**src/rtl/assert_macros.svh**
```systemverilog
// Assertion macros shared by the RTL of the TCP reply header generator.
// No dependencies; include by bare file name.
`ifndef ASSERT_MACROS_SVH
`define ASSERT_MACROS_SVH

// Implication or plain property, sampled on the rising clock, off during reset.
`define ASSERT_AT(lbl, clk, rst_n, prop, msg) \
    lbl: assert property (@(posedge clk) disable iff (!rst_n) prop) else $error(msg);

// Expression that must never be true outside reset.
`define ASSERT_NEVER(lbl, clk, rst_n, expr, msg) \
    lbl: assert property (@(posedge clk) disable iff (!rst_n) !(expr)) else $error(msg);

`endif

```
**src/rtl/tcprg_pkg.sv**
```systemverilog
// Types, constants and the checksum fold for the TCP reply header generator.
// No dependencies; the cfg, state, csum and top modules refer to it by scoped names.
`default_nettype none

package tcprg_pkg;

    localparam int unsigned SUM_W = 20;

    typedef logic [SUM_W-1:0] t_sum;

    localparam logic [5:0] FLAG_FIN  = 6'h01;
    localparam logic [5:0] FLAG_SYN  = 6'h02;
    localparam logic [5:0] FLAG_PSH  = 6'h08;
    localparam logic [5:0] FLAG_ACK  = 6'h10;
    localparam logic [5:0] FLAG_SYN_ACK = FLAG_SYN | FLAG_ACK;
    localparam logic [5:0] FLAG_PSH_ACK = FLAG_PSH | FLAG_ACK;
    localparam logic [5:0] FLAG_FIN_ACK = FLAG_FIN | FLAG_ACK;

    localparam logic [15:0] IP_VER_IHL_TOS  = 16'h4500;
    localparam logic [15:0] IP_TOTAL_LEN    = 16'd40;
    localparam logic [15:0] IP_TTL_PROTO    = 16'hff06;
    localparam logic [15:0] TCP_PROTO       = 16'd6;
    localparam logic [15:0] TCP_HDR_LEN     = 16'd20;
    localparam logic [15:0] TCP_OFFSET_WORD = 16'h5000;

    localparam logic [31:0] RST_LOCAL_IP    = 32'd0;
    localparam logic [31:0] RST_REMOTE_IP   = 32'h0a000001;
    localparam logic [15:0] RST_LOCAL_PORT  = 16'd0;
    localparam logic [15:0] RST_REMOTE_PORT = 16'd80;
    localparam logic [15:0] RST_WINDOW      = 16'd1400;

    typedef enum logic [2:0] {
        REG_LOCAL_IP    = 3'd0,
        REG_REMOTE_IP   = 3'd1,
        REG_LOCAL_PORT  = 3'd2,
        REG_REMOTE_PORT = 3'd3,
        REG_WINDOW      = 3'd4
    } t_reg_idx;

    typedef enum logic {
        OP_RESPOND = 1'b0,
        OP_OPEN    = 1'b1
    } t_op;

    typedef struct packed {
        logic [31:0] local_ip;
        logic [31:0] remote_ip;
        logic [15:0] local_port;
        logic [15:0] remote_port;
        logic [15:0] window_size;
    } t_cfg;

    typedef struct packed {
        logic [31:0] seq;
        logic [31:0] ack;
        logic [5:0]  flags;
        logic [15:0] ip_id;
        logic        ok;
    } t_hdr;

    typedef struct packed {
        t_hdr        hdr;
        logic [15:0] ip_checksum;
        logic [15:0] tcp_checksum;
    } t_result;

    // End-around fold of a raw word sum, then invert. A sum that folds to
    // zero stands for all-ones, whose complement is zero.
    function automatic logic [15:0] csum_fold(input t_sum s);
        logic [16:0] r1;
        logic [15:0] r2;
        r1 = 17'(s[15:0]) + 17'(s[SUM_W-1:16]);
        r2 = r1[15:0] + 16'(r1[16]);
        return (r2 == 16'd0) ? 16'd0 : ~r2;
    endfunction

endpackage

`default_nettype wire

```
**src/rtl/tcprg_cfg.sv**
```systemverilog
// APB register file for the header generator: addresses, ports, window.
// Depends on tcprg_pkg.
`default_nettype none

module tcprg_cfg (
    input  wire logic               i_clk,
    input  wire logic               i_rst_n,
    input  wire logic               psel,
    input  wire logic               penable,
    input  wire logic               pwrite,
    input  wire logic [4:0]         paddr,
    input  wire logic [31:0]        pwdata,
    output logic [31:0]             prdata,
    output logic                    pready,
    output tcprg_pkg::t_cfg         o_cfg
);

    tcprg_pkg::t_cfg r_cfg;
    tcprg_pkg::t_reg_idx w_idx;
    logic w_wr;

    assign pready = 1'b1;
    assign w_idx  = tcprg_pkg::t_reg_idx'(paddr[4:2]);
    assign w_wr   = psel && penable && pwrite && pready;
    assign o_cfg  = r_cfg;

    always_ff @(posedge i_clk) begin
        if (!i_rst_n) begin
            r_cfg.local_ip    <= tcprg_pkg::RST_LOCAL_IP;
            r_cfg.remote_ip   <= tcprg_pkg::RST_REMOTE_IP;
            r_cfg.local_port  <= tcprg_pkg::RST_LOCAL_PORT;
            r_cfg.remote_port <= tcprg_pkg::RST_REMOTE_PORT;
            r_cfg.window_size <= tcprg_pkg::RST_WINDOW;
        end else if (w_wr) begin
            unique case (w_idx)
                tcprg_pkg::REG_LOCAL_IP:    r_cfg.local_ip    <= pwdata;
                tcprg_pkg::REG_REMOTE_IP:   r_cfg.remote_ip   <= pwdata;
                tcprg_pkg::REG_LOCAL_PORT:  r_cfg.local_port  <= pwdata[15:0];
                tcprg_pkg::REG_REMOTE_PORT: r_cfg.remote_port <= pwdata[15:0];
                tcprg_pkg::REG_WINDOW:      r_cfg.window_size <= pwdata[15:0];
                default: ;
            endcase
        end
    end

    always_comb begin
        unique case (w_idx)
            tcprg_pkg::REG_LOCAL_IP:    prdata = r_cfg.local_ip;
            tcprg_pkg::REG_REMOTE_IP:   prdata = r_cfg.remote_ip;
            tcprg_pkg::REG_LOCAL_PORT:  prdata = {16'd0, r_cfg.local_port};
            tcprg_pkg::REG_REMOTE_PORT: prdata = {16'd0, r_cfg.remote_port};
            tcprg_pkg::REG_WINDOW:      prdata = {16'd0, r_cfg.window_size};
            default:                    prdata = 32'd0;
        endcase
    end

endmodule

`default_nettype wire

```
**src/rtl/tcprg_state.sv**
```systemverilog
// Connection state update: sequence, ack, flags and IP id per accepted beat.
// The state registers double as the first pipeline stage. Depends on tcprg_pkg.
`default_nettype none

`include "assert_macros.svh"

module tcprg_state (
    input  wire logic               i_clk,
    input  wire logic               i_rst_n,
    input  wire logic               i_valid,
    output logic                    o_ready,
    input  wire logic               i_op,
    input  wire logic [5:0]         i_rx_flags,
    input  wire logic [31:0]        i_rx_seq,
    input  wire logic [31:0]        i_rx_ack,
    input  wire logic [10:0]        i_payload_len,
    input  wire logic [31:0]        i_initial_seq,
    input  wire logic               i_take,
    output logic                    o_valid,
    output tcprg_pkg::t_hdr         o_hdr
);

    tcprg_pkg::t_hdr r_hdr;
    logic            r_valid;
    tcprg_pkg::t_hdr n_hdr;
    logic            w_accept;
    logic [31:0]     w_addend;

    assign o_ready  = !r_valid || i_take;
    assign w_accept = i_valid && o_ready;
    assign o_valid  = r_valid;
    assign o_hdr    = r_hdr;

    always_comb begin
        n_hdr    = r_hdr;
        n_hdr.ok = 1'b1;
        w_addend = 32'd1;
        if (tcprg_pkg::t_op'(i_op) == tcprg_pkg::OP_OPEN) begin
            n_hdr.seq   = i_initial_seq;
            n_hdr.ack   = 32'd0;
            n_hdr.flags = tcprg_pkg::FLAG_SYN;
        end else begin
            unique case (i_rx_flags)
                tcprg_pkg::FLAG_SYN_ACK: begin
                    w_addend    = 32'd1;
                    n_hdr.flags = tcprg_pkg::FLAG_ACK;
                end
                tcprg_pkg::FLAG_ACK: begin
                    w_addend    = 32'd0;
                    n_hdr.flags = tcprg_pkg::FLAG_ACK;
                end
                tcprg_pkg::FLAG_PSH_ACK: begin
                    w_addend    = 32'(i_payload_len);
                    n_hdr.flags = tcprg_pkg::FLAG_ACK;
                end
                tcprg_pkg::FLAG_FIN_ACK: begin
                    w_addend    = 32'd1;
                    n_hdr.flags = tcprg_pkg::FLAG_FIN_ACK;
                end
                default: begin
                    n_hdr.ok = 1'b0;
                end
            endcase
            if (n_hdr.ok) begin
                n_hdr.seq = i_rx_ack;
                n_hdr.ack = i_rx_seq + w_addend;
            end
        end
        if (n_hdr.ok) begin
            n_hdr.ip_id = r_hdr.ip_id + 16'd1;
        end
    end

    always_ff @(posedge i_clk) begin
        if (!i_rst_n) begin
            r_valid     <= 1'b0;
            r_hdr.seq   <= 32'd0;
            r_hdr.ack   <= 32'd0;
            r_hdr.flags <= 6'd0;
            r_hdr.ip_id <= 16'd0;
            r_hdr.ok    <= 1'b0;
        end else begin
            if (w_accept) begin
                r_valid <= 1'b1;
                r_hdr   <= n_hdr;
            end else if (i_take) begin
                r_valid <= 1'b0;
            end
        end
    end

    `ASSERT_AT(a_resend_holds, i_clk, i_rst_n,
        (w_accept && !n_hdr.ok) |=> (r_hdr.seq == $past(r_hdr.seq)
            && r_hdr.ack == $past(r_hdr.ack) && r_hdr.flags == $past(r_hdr.flags)),
        "unrecognized beat changed the connection state")
    `ASSERT_AT(a_id_step, i_clk, i_rst_n,
        (w_accept && n_hdr.ok) |=> (r_hdr.ip_id == $past(r_hdr.ip_id) + 16'd1),
        "IP id did not advance by one on a recognized beat")
    `ASSERT_AT(a_open_syn, i_clk, i_rst_n,
        (w_accept && i_op) |=> (r_hdr.flags == tcprg_pkg::FLAG_SYN && r_hdr.ack == 32'd0),
        "open beat did not load a SYN header")

endmodule

`default_nettype wire

```
**src/rtl/tcprg_csum.sv**
```systemverilog
// Checksum stages: raw word sums into a register, then fold and invert into
// the output register. Depends on tcprg_pkg.
`default_nettype none

module tcprg_csum (
    input  wire logic               i_clk,
    input  wire logic               i_rst_n,
    input  wire logic               i_valid,
    output logic                    o_take,
    input  wire tcprg_pkg::t_hdr    i_hdr,
    input  wire tcprg_pkg::t_cfg    i_cfg,
    output logic                    o_valid,
    input  wire logic               i_ready,
    output tcprg_pkg::t_result      o_result
);

    logic                           r_b_valid;
    tcprg_pkg::t_hdr                r_b_hdr;
    tcprg_pkg::t_sum                r_b_ip_sum;
    tcprg_pkg::t_sum                r_b_tcp_sum;
    tcprg_pkg::t_sum                n_b_ip_sum;
    tcprg_pkg::t_sum                n_b_tcp_sum;
    logic                           r_c_valid;
    tcprg_pkg::t_result             r_c_result;
    logic                           w_c_load;

    // Output stage frees up when empty or when its beat is taken.
    assign w_c_load = r_b_valid && (!r_c_valid || i_ready);
    assign o_take   = i_valid && (!r_b_valid || w_c_load);
    assign o_valid  = r_c_valid;
    assign o_result = r_c_result;

    always_comb begin
        n_b_ip_sum = tcprg_pkg::t_sum'(tcprg_pkg::IP_VER_IHL_TOS)
                   + tcprg_pkg::t_sum'(tcprg_pkg::IP_TOTAL_LEN)
                   + tcprg_pkg::t_sum'(i_hdr.ip_id)
                   + tcprg_pkg::t_sum'(tcprg_pkg::IP_TTL_PROTO)
                   + tcprg_pkg::t_sum'(i_cfg.local_ip[31:16])
                   + tcprg_pkg::t_sum'(i_cfg.local_ip[15:0])
                   + tcprg_pkg::t_sum'(i_cfg.remote_ip[31:16])
                   + tcprg_pkg::t_sum'(i_cfg.remote_ip[15:0]);
        n_b_tcp_sum = tcprg_pkg::t_sum'(i_cfg.local_ip[31:16])
                    + tcprg_pkg::t_sum'(i_cfg.local_ip[15:0])
                    + tcprg_pkg::t_sum'(i_cfg.remote_ip[31:16])
                    + tcprg_pkg::t_sum'(i_cfg.remote_ip[15:0])
                    + tcprg_pkg::t_sum'(tcprg_pkg::TCP_PROTO)
                    + tcprg_pkg::t_sum'(tcprg_pkg::TCP_HDR_LEN)
                    + tcprg_pkg::t_sum'(i_cfg.local_port)
                    + tcprg_pkg::t_sum'(i_cfg.remote_port)
                    + tcprg_pkg::t_sum'(i_hdr.seq[31:16])
                    + tcprg_pkg::t_sum'(i_hdr.seq[15:0])
                    + tcprg_pkg::t_sum'(i_hdr.ack[31:16])
                    + tcprg_pkg::t_sum'(i_hdr.ack[15:0])
                    + tcprg_pkg::t_sum'(tcprg_pkg::TCP_OFFSET_WORD | 16'(i_hdr.flags))
                    + tcprg_pkg::t_sum'(i_cfg.window_size);
    end

    always_ff @(posedge i_clk) begin
        if (!i_rst_n) begin
            r_b_valid <= 1'b0;
            r_c_valid <= 1'b0;
        end else begin
            if (o_take) begin
                r_b_valid <= 1'b1;
            end else if (w_c_load) begin
                r_b_valid <= 1'b0;
            end
            if (w_c_load) begin
                r_c_valid <= 1'b1;
            end else if (i_ready) begin
                r_c_valid <= 1'b0;
            end
        end
    end

    always_ff @(posedge i_clk) begin
        if (o_take) begin
            r_b_hdr     <= i_hdr;
            r_b_ip_sum  <= n_b_ip_sum;
            r_b_tcp_sum <= n_b_tcp_sum;
        end
        if (w_c_load) begin
            r_c_result.hdr          <= r_b_hdr;
            r_c_result.ip_checksum  <= tcprg_pkg::csum_fold(r_b_ip_sum);
            r_c_result.tcp_checksum <= tcprg_pkg::csum_fold(r_b_tcp_sum);
        end
    end

endmodule

`default_nettype wire

```
**src/rtl/tcp_reply_header_generator.sv**
```systemverilog
// TCP reply header generator: three-stage pipeline, one beat per cycle while
// m_axis_tready is high. An accepted beat passes through the state register,
// word-sum register and fold/output register to o-side tvalid. Stages hold
// independently, so two more beats are taken while a result waits.
// Reset (synchronous, active low) zeroes the connection state and IP id,
// empties the pipeline and returns the registers to their defaults.
`default_nettype none

module tcp_reply_header_generator (
    input  wire logic           i_clk,
    input  wire logic           i_rst_n,
    input  wire logic           psel,
    input  wire logic           penable,
    input  wire logic           pwrite,
    input  wire logic [4:0]     paddr,
    input  wire logic [31:0]    pwdata,
    output logic [31:0]         prdata,
    output logic                pready,
    input  wire logic           s_axis_tvalid,
    output logic                s_axis_tready,
    // [5:0] rx_flags, [37:6] rx_seq, [69:38] rx_ack, [80:70] payload_len,
    // [112:81] initial_seq, [119:113] zero
    input  wire logic [119:0]   s_axis_tdata,
    // [0] operation
    input  wire logic           s_axis_tuser,
    output logic                m_axis_tvalid,
    input  wire logic           m_axis_tready,
    // [31:0] tx_seq_out, [63:32] tx_ack_out, [69:64] tx_flags_out,
    // [85:70] ip_id_out, [101:86] ip_checksum, [117:102] tcp_checksum,
    // [119:118] zero
    output logic [119:0]        m_axis_tdata,
    // [0] recognized
    output logic                m_axis_tuser
);

    tcprg_pkg::t_cfg    w_cfg;
    tcprg_pkg::t_hdr    w_hdr;
    tcprg_pkg::t_result w_result;
    logic               w_a_valid;
    logic               w_a_take;

    tcprg_cfg u_cfg (
        .i_clk   (i_clk),
        .i_rst_n (i_rst_n),
        .psel    (psel),
        .penable (penable),
        .pwrite  (pwrite),
        .paddr   (paddr),
        .pwdata  (pwdata),
        .prdata  (prdata),
        .pready  (pready),
        .o_cfg   (w_cfg)
    );

    tcprg_state u_state (
        .i_clk         (i_clk),
        .i_rst_n       (i_rst_n),
        .i_valid       (s_axis_tvalid),
        .o_ready       (s_axis_tready),
        .i_op          (s_axis_tuser),
        .i_rx_flags    (s_axis_tdata[5:0]),
        .i_rx_seq      (s_axis_tdata[37:6]),
        .i_rx_ack      (s_axis_tdata[69:38]),
        .i_payload_len (s_axis_tdata[80:70]),
        .i_initial_seq (s_axis_tdata[112:81]),
        .i_take        (w_a_take),
        .o_valid       (w_a_valid),
        .o_hdr         (w_hdr)
    );

    tcprg_csum u_csum (
        .i_clk    (i_clk),
        .i_rst_n  (i_rst_n),
        .i_valid  (w_a_valid),
        .o_take   (w_a_take),
        .i_hdr    (w_hdr),
        .i_cfg    (w_cfg),
        .o_valid  (m_axis_tvalid),
        .i_ready  (m_axis_tready),
        .o_result (w_result)
    );

    assign m_axis_tdata = {2'b00,
                           w_result.tcp_checksum,
                           w_result.ip_checksum,
                           w_result.hdr.ip_id,
                           w_result.hdr.flags,
                           w_result.hdr.ack,
                           w_result.hdr.seq};
    assign m_axis_tuser = w_result.hdr.ok;

endmodule

`default_nettype wire
```
**config.mk**
```make
export PLATFORM = sky130hd
export DESIGN_NAME = tcp_reply_header_generator
export DESIGN_NICKNAME = d
export VERILOG_FILES = /design/src/rtl/tcprg_pkg.sv /design/src/rtl/tcprg_cfg.sv /design/src/rtl/tcprg_state.sv /design/src/rtl/tcprg_csum.sv /design/src/rtl/tcp_reply_header_generator.sv
export VERILOG_INCLUDE_DIRS = /design/src /design/src/rtl
export SDC_FILE = /design/constraint.sdc
export NUM_CORES = 1
export LEC_CHECK = 0
export BUFFER_PORTS_ARGS = -buffer_cell sky130_fd_sc_hd__buf_2
export CORE_MARGIN = 3
export CORE_UTILIZATION = 60
export DETAILED_ROUTE_END_ITERATION = 7
export PLACE_DENSITY_LB_ADDON = 0.12
export SLEW_MARGIN = 20
export SYNTH_ARGS = -nofsm -noshare
export SYNTH_HDL_FRONTEND = slang
export SYNTH_SLANG_ARGS = --single-unit
```
**constraint.sdc**
```tcl
create_clock -name i_clk -period 26.9 [get_ports i_clk]
set_input_delay 1.345 -clock i_clk [delete_from_list [all_inputs] [get_ports i_clk]]
set_output_delay 1.345 -clock i_clk [all_outputs]
set_load 0.01 [all_outputs]
```
# Word level (Yosys, flattened, before mapping)

Index checks and enable logic that the tools add are counted.

Eq/ne operators: 8
Add/subtract/negate cells: 25
Multiplexer cells: 15
Reduce and logical (&&, ||, !) cells: 29
Bitwise gates (word level): 2

Operators by type and width:

| cell                                                 | number |
|---|---|
| adder 20 x 16 -> 20 bit                              | 13 |
| one-hot mux 32 bit (5 select lines)                  | 1 |
| 2-to-1 mux 70 bit                                    | 1 |
| 2-to-1 mux 64 bit                                    | 1 |
| adder 16 x 4 -> 17 bit                               | 2 |
| adder 16 x 1 -> 16 bit                               | 2 |
| adder 32 bit                                         | 1 |
| logical NOT 16 bit                                   | 2 |
| 2-to-1 mux 32 bit                                    | 1 |
| inverter 16 bit                                      | 2 |
| equality test 6 x 5 -> 1 bit (second input constant) | 4 |
| one-hot mux 11 bit (2 select lines)                  | 1 |
| adder 20 x 15 -> 20 bit                              | 1 |
| adder 20 x 16 -> 20 bit (second input constant)      | 1 |
| adder 20 x 3 -> 20 bit (second input constant)       | 1 |
| adder 20 x 5 -> 20 bit (second input constant)       | 1 |
| adder 15 x 16 -> 17 bit (first input constant)       | 1 |
| adder 16 x 16 -> 17 bit                              | 1 |
| adder 16 x 1 -> 16 bit (second input constant)       | 1 |
| AND reduction 2 bit                                  | 8 |
| one-hot mux 6 bit (2 select lines)                   | 1 |
| 2-to-1 mux 1 bit                                     | 9 |
| nonzero test 2 bit                                   | 4 |
| equality test 3 x 2 -> 1 bit (second input constant) | 2 |
| other kinds (9)                                      | 17 |

Flip-flop bits (word level): 448
Word-level logic and storage cells: 106
Input port bits: 165

# Longest topological paths before layout

Depth after elaboration: 13
Mapped depth: 25

# Hierarchy

Synthesis repeated with hierarchy kept, for this count alone.

Cell total of the unflattened synthesis: 2576
Area, all modules: 26839.5 um^2

By module, submodules not included:

| module                     | instances | seq. area each (um^2) | area an instance (um^2) | cells an instance |
|---|---|---|---|---|
| tcprg_csum                 | 1         | 7397.1                | 16960.0                 | 1391 |
| tcprg_cfg                  | 1         | 2242.2                | 5082.4                  | 534 |
| tcprg_state                | 1         | 1701.6                | 4778.3                  | 648 |
| tcp_reply_header_generator | 1         | 0.0                   | 18.8                    | 3 |

# Worst setup path before layout

No wires, ideal clock.

Path kind: in2reg
Start point: input port m_axis_tready
End point: register u_csum.r_b_hdr[0] (netlist name) (enable)
Stages: 2
Arrival: 10318 ps
Setup slack: 15788 ps
Required time: 26107 ps
Cell sequence: nor2b_1 a21boi_0

Longest elaborated chain between the ends: 4

Ends and longest elaborated chain:

| what                   | RTL line                         | source |
|---|---|---|
| start: declaration     | tcp_reply_header_generator.sv:27 | `input wire logic m_axis_tready,` |
| logical OR 1 bit       | tcprg_csum.sv:28                 | `assign w_c_load = r_b_valid && (!r_c_valid \|\| i_ready);` |
| logical AND 1 bit      | tcprg_csum.sv:28                 |  |
| logical OR 1 bit       | tcprg_csum.sv:29                 | `assign o_take = i_valid && (!r_b_valid \|\| w_c_load);` |
| logical AND 1 bit      | tcprg_csum.sv:29                 |  |
| net u_csum.o_take      | tcprg_csum.sv:9                  | `output logic o_take,` |
| end signal: assignment | tcprg_csum.sv:78                 | `r_b_hdr <= i_hdr;` |
| end: declaration       | tcprg_csum.sv:18                 | `tcprg_pkg::t_hdr r_b_hdr;` |

The timed path passes the listed nets, and every way through them passes these cells.
A chain may end at the register's enable or synchronous reset.

# Final worst setup path

Start point: register u_cfg.r_cfg (netlist bit u_cfg.o_cfg[81])
End point: register u_csum.r_b_tcp_sum[18] (data pin)

Longest elaborated chain between the ends: 13

Ends and longest elaborated chain:

| what                       | RTL line         | source |
|---|---|---|
| start: declaration         | tcprg_cfg.sv:18  | `tcprg_pkg::t_cfg r_cfg;` |
| adder 16 x 16 -> 17 bit    | tcprg_csum.sv:43 | `+ tcprg_pkg::t_sum'(i_cfg.local_ip[15:0])` |
| adder 20 x 16 -> 20 bit    | tcprg_csum.sv:44 | `+ tcprg_pkg::t_sum'(i_cfg.remote_ip[31:16])` |
| adder 20 x 16 -> 20 bit    | tcprg_csum.sv:45 | `+ tcprg_pkg::t_sum'(i_cfg.remote_ip[15:0])` |
| adder 20 x 3 -> 20 bit     | tcprg_csum.sv:46 | `+ tcprg_pkg::t_sum'(tcprg_pkg::TCP_PROTO)` |
| adder 20 x 5 -> 20 bit     | tcprg_csum.sv:47 | `+ tcprg_pkg::t_sum'(tcprg_pkg::TCP_HDR_LEN)` |
| adder 20 x 16 -> 20 bit    | tcprg_csum.sv:48 | `+ tcprg_pkg::t_sum'(i_cfg.local_port)` |
| adder 20 x 16 -> 20 bit    | tcprg_csum.sv:49 | `+ tcprg_pkg::t_sum'(i_cfg.remote_port)` |
| adder 20 x 16 -> 20 bit    | tcprg_csum.sv:50 | `+ tcprg_pkg::t_sum'(i_hdr.seq[31:16])` |
| adder 20 x 16 -> 20 bit    | tcprg_csum.sv:51 | `+ tcprg_pkg::t_sum'(i_hdr.seq[15:0])` |
| adder 20 x 16 -> 20 bit    | tcprg_csum.sv:52 | `+ tcprg_pkg::t_sum'(i_hdr.ack[31:16])` |
| adder 20 x 16 -> 20 bit    | tcprg_csum.sv:53 | `+ tcprg_pkg::t_sum'(i_hdr.ack[15:0])` |
| adder 20 x 15 -> 20 bit    | tcprg_csum.sv:54 | `+ tcprg_pkg::t_sum'(tcprg_pkg::TCP_OFFSET_WORD \| 16'(i_hdr.flags))` |
| adder 20 x 16 -> 20 bit    | tcprg_csum.sv:55 | `+ tcprg_pkg::t_sum'(i_cfg.window_size);` |
| net u_csum.n_b_tcp_sum[18] | tcprg_csum.sv:22 | `tcprg_pkg::t_sum n_b_tcp_sum;` |
| end signal: assignment     | tcprg_csum.sv:80 | `r_b_tcp_sum <= n_b_tcp_sum;` |
| end: declaration           | tcprg_csum.sv:20 | `tcprg_pkg::t_sum r_b_tcp_sum;` |

The timed path passes the listed nets, and every way through them passes these cells.

==> flow_summary.toml <==
[finish]
design_area_um2 = 28700
syn2layout_area_growth_pct = 13.7
nets = 3090
fillers = 3115
multi_input_area_um2 = 12700
layout.area.seq_um2 = 11200
finalNonFillerCells = 3204
drive_gt1_share_pct = 15.6

[setup_path]
crit_path_start_kind = "flop"
cp_max_fo = 5
critPathRequiredTime_ns = 27.23
worstPathArrival_ns = 7.38
critPathCaptureType = "flop"
worstSetupPathType = "reg -> reg"

[logic_synthesis]
ys_seq_elements = 438
postSynthAreaPerCell_um2 = 10.7
async_flop_share_pct = 0
ys_types = 80
synthTopCellsByCount = "334 x nand2_1, 270 x inv_1, 239 x edfxtp_1, 199 x dfxtp_1, 181 x fa_1"
post-synth-top-count-cell = "nand2_1"
synth_top_cell_by_area = "edfxtp_1"
synth_area_um2 = 25200
synth_edf_count = 239
seq_area_frac_synth_pct = 44.2
yosysWarnings = 0
synthCells = 2355
yosys_most_used_dff = "edfxtp_1"
synthTopCellsByArea = "edfxtp_1 28%, dfxtp_1 16%, fa_1 14%"
synth_top_area_share_pct = 28.4

[power_and_ir_drop]
pwr-share-comb_pct = 13.4
switching_power_mw = 0.411
internal_power_mw = 1.20
vdd_drop_max_mv = 0.0435
power_density_nw_per_um2 = 56.0
p_seq_share_pct = 47.0
p_sw_share_pct = 25.6
total_leakage_power_nw = 11.9
pwr-share-clk_pct = 39.6
finalPower_mw = 1.61

[grt]
grt_max_degree = 111
grt-ovfl-total = 0
grt_pass1_wl_um = 97000
grt.total_usage_pct = 28.1
antenna_found_initial = 6
grt_pass1_vias = 18100

[place]
place_inst = 3115
gp_congestion = 0.920
io_buffers = 305
place_area_um2 = 27200
place_hpwl_um = 47100
place_ws_ns = 19.79

[sta]
setup_tns_ns = 0
setup_viol = 0
worst_slew_pin_slew_ns = 1.07
slew_viol_final = 0
max_freq_mhz = 142
min_period_ns = 7.05
rsz0062_at_grt = "no"
min_period_over_period_pct = 26.2
worst_slack_ns = 19.85
skew_ns = 0.0162
final_hold_viol_count = 0
slew_headroom_pct = 28.4

[floorplan]
dieWidth_um = 211
rows = 74
die_y_um = 211
start_util_pct = 61.2
core_um2 = 41200
num_io_pins = 321
dieArea_um2 = 44600

[status]
outcome = "completed"

[cts]
cts_setup_buffers = 0
clockRootBuffer = "clkbuf_16"
cts_buffer_depth = 3
numCtsBuffers = 47
clkLatencyLatePin_ns = 0.58
clock_sinks = 438
cts_hold_buf = 0
cts_max_level = 2
path_clk_slew_ns = 0.06
cts_tree = "built"
cts_resized = 0

[routing]
first_iter_violations = 1461
wl_um = 62800
avgRoutedWirePerCell_um = 19.6
final_antenna_net_count = 0
vias_per_cell = 5.70
remaining_drc_errors = 0
drt_pass1_iterations = 6
vias = 18300

[hold_path]
hold_class = "reg -> reg"

[run]
drv_cap = 0
routing by layer:
layer	vias up	track usage (%)	wire [um]
met5	-	0	41
met4	6	9.58	1990
met3	118	4.56	3940
met2	606	47.1	30700
met1	8954	37.5	26100
li1	8590	-	-
path summary, 6_finish.rpt:
check | start | slack, ns | to | cells after the start
hold reg to reg | u_csum.r_b_hdr[62]$_DFFE_PP_ | 0.41 | u_csum.o_result[94]$_DFFE_PP_ | 0
setup reg to reg | u_cfg.o_cfg[81]$_SDFFE_PN0P_ | 19.85 | u_csum.r_b_tcp_sum[18]$_DFFE_PP_ | 23
hold / removal | u_csum.r_b_hdr[62]$_DFFE_PP_ | 0.41 | u_csum.o_result[94]$_DFFE_PP_ | 0
setup / recovery | u_cfg.o_cfg[81]$_SDFFE_PN0P_ | 19.85 | u_csum.r_b_tcp_sum[18]$_DFFE_PP_ | 23
power groups by stage:
stage	clock network, mW	registers, mW	logic, mW
floorplan	0	0.765	0.153
global placement	0	0.767	0.207
detailed placement	0	0.768	0.213
CTS	0.647	0.754	0.215
global route	0.675	0.756	0.242
finish	0.636	0.754	0.216
final cells by class:
cell class | count | area share (%)
Multi-Input combinational cell | 1554 | 44.2
Tap cell | 532 | 2.32
Clock inverter | 18 | 0.536
Antenna cell | 4 | 0.0349
Timing Repair Buffer | 321 | 5.75
Inverter | 270 | 3.53
Clock buffer | 67 | 4.71
Sequential cell | 438 | 38.9
logic make-up (layout without fill, tap and decap cells):
| logic type | Yosys count | in the layout | share of synthesized area [%] |
|---|---|---|---|
| mux | 19 | 19 | 0.759 |
| other cells | 2 | 10 | 0.0298 |
| buf+inv | 367 | 676 | 5.69 |
| flops | 438 | 438 | 44.2 |
| fa+ha+maj | 294 | 294 | 20.0 |
| compound gates | 410 | 410 | 11.8 |
| simple gates | 691 | 691 | 12.8 |
| xor+xnor | 134 | 134 | 4.68 |
critical path: stages (launching register included):
cell,delay [ns]
dfxtp_1,0.46
ha_1,0.27
a21o_1,0.15
a21oi_1,0.28
o21a_1,0.16
nor3_1,0.07
a41o_1,0.29
o2111a_1,0.26
o21a_1,0.20
o21a_1,0.19
o311ai_0,0.52
fa_1,0.54
inv_1,0.10
fa_1,0.43
fa_1,0.52
fa_1,0.52
fa_1,0.54
inv_1,0.04
ha_1,0.21
or3_1,0.32
o31ai_1,0.36
o21bai_1,0.10
a21oi_1,0.18
xnor2_1,0.08
per-stage QoR:
| stage | hold WS (ns) | utilization, % |
|---|---|---|
| 6_report | 0.412 | 69.7 |
| 5_1_grt | 0.414 | 69.6 |
| 2_1_floorplan | 0.400 | - |
| 3_5_place_dp | 0.405 | 66.0 |
| 3_3_place_gp | 0.400 | 66.0 |
| 4_1_cts | 0.406 | 69.6 |
flip-flops by register name, indices dropped and copies added (netlist names):
name                count
u_csum.r_b_tcp_sum     20
u_csum.r_b_hdr         84
u_state.o_valid         1
u_csum.r_b_valid        1
u_state.o_hdr          84
u_csum.o_valid          1
u_csum.r_b_ip_sum      19
u_cfg.o_cfg           112
u_csum.o_result       116
layout by cell type (no fill, tap or decap), types with 18 or more instances in the layout:
cell       instances
xnor2_1           90
edfxtp_1         239
dfxtp_1          199
nor3_1            44
mux2i_1           18
o21ai_0           68
buf_2            304
nand3_1           49
fa_1             181
a222oi_1          32
a21boi_0         109
or3_1             18
nor2b_1           59
a21oi_1           50
xor2_1            43
ha_1             112
nor2_1            83
clkbuf_16         50
nand2_1          334
inv_1            270
and3_1            29
(Power assumes the default switching activity.)
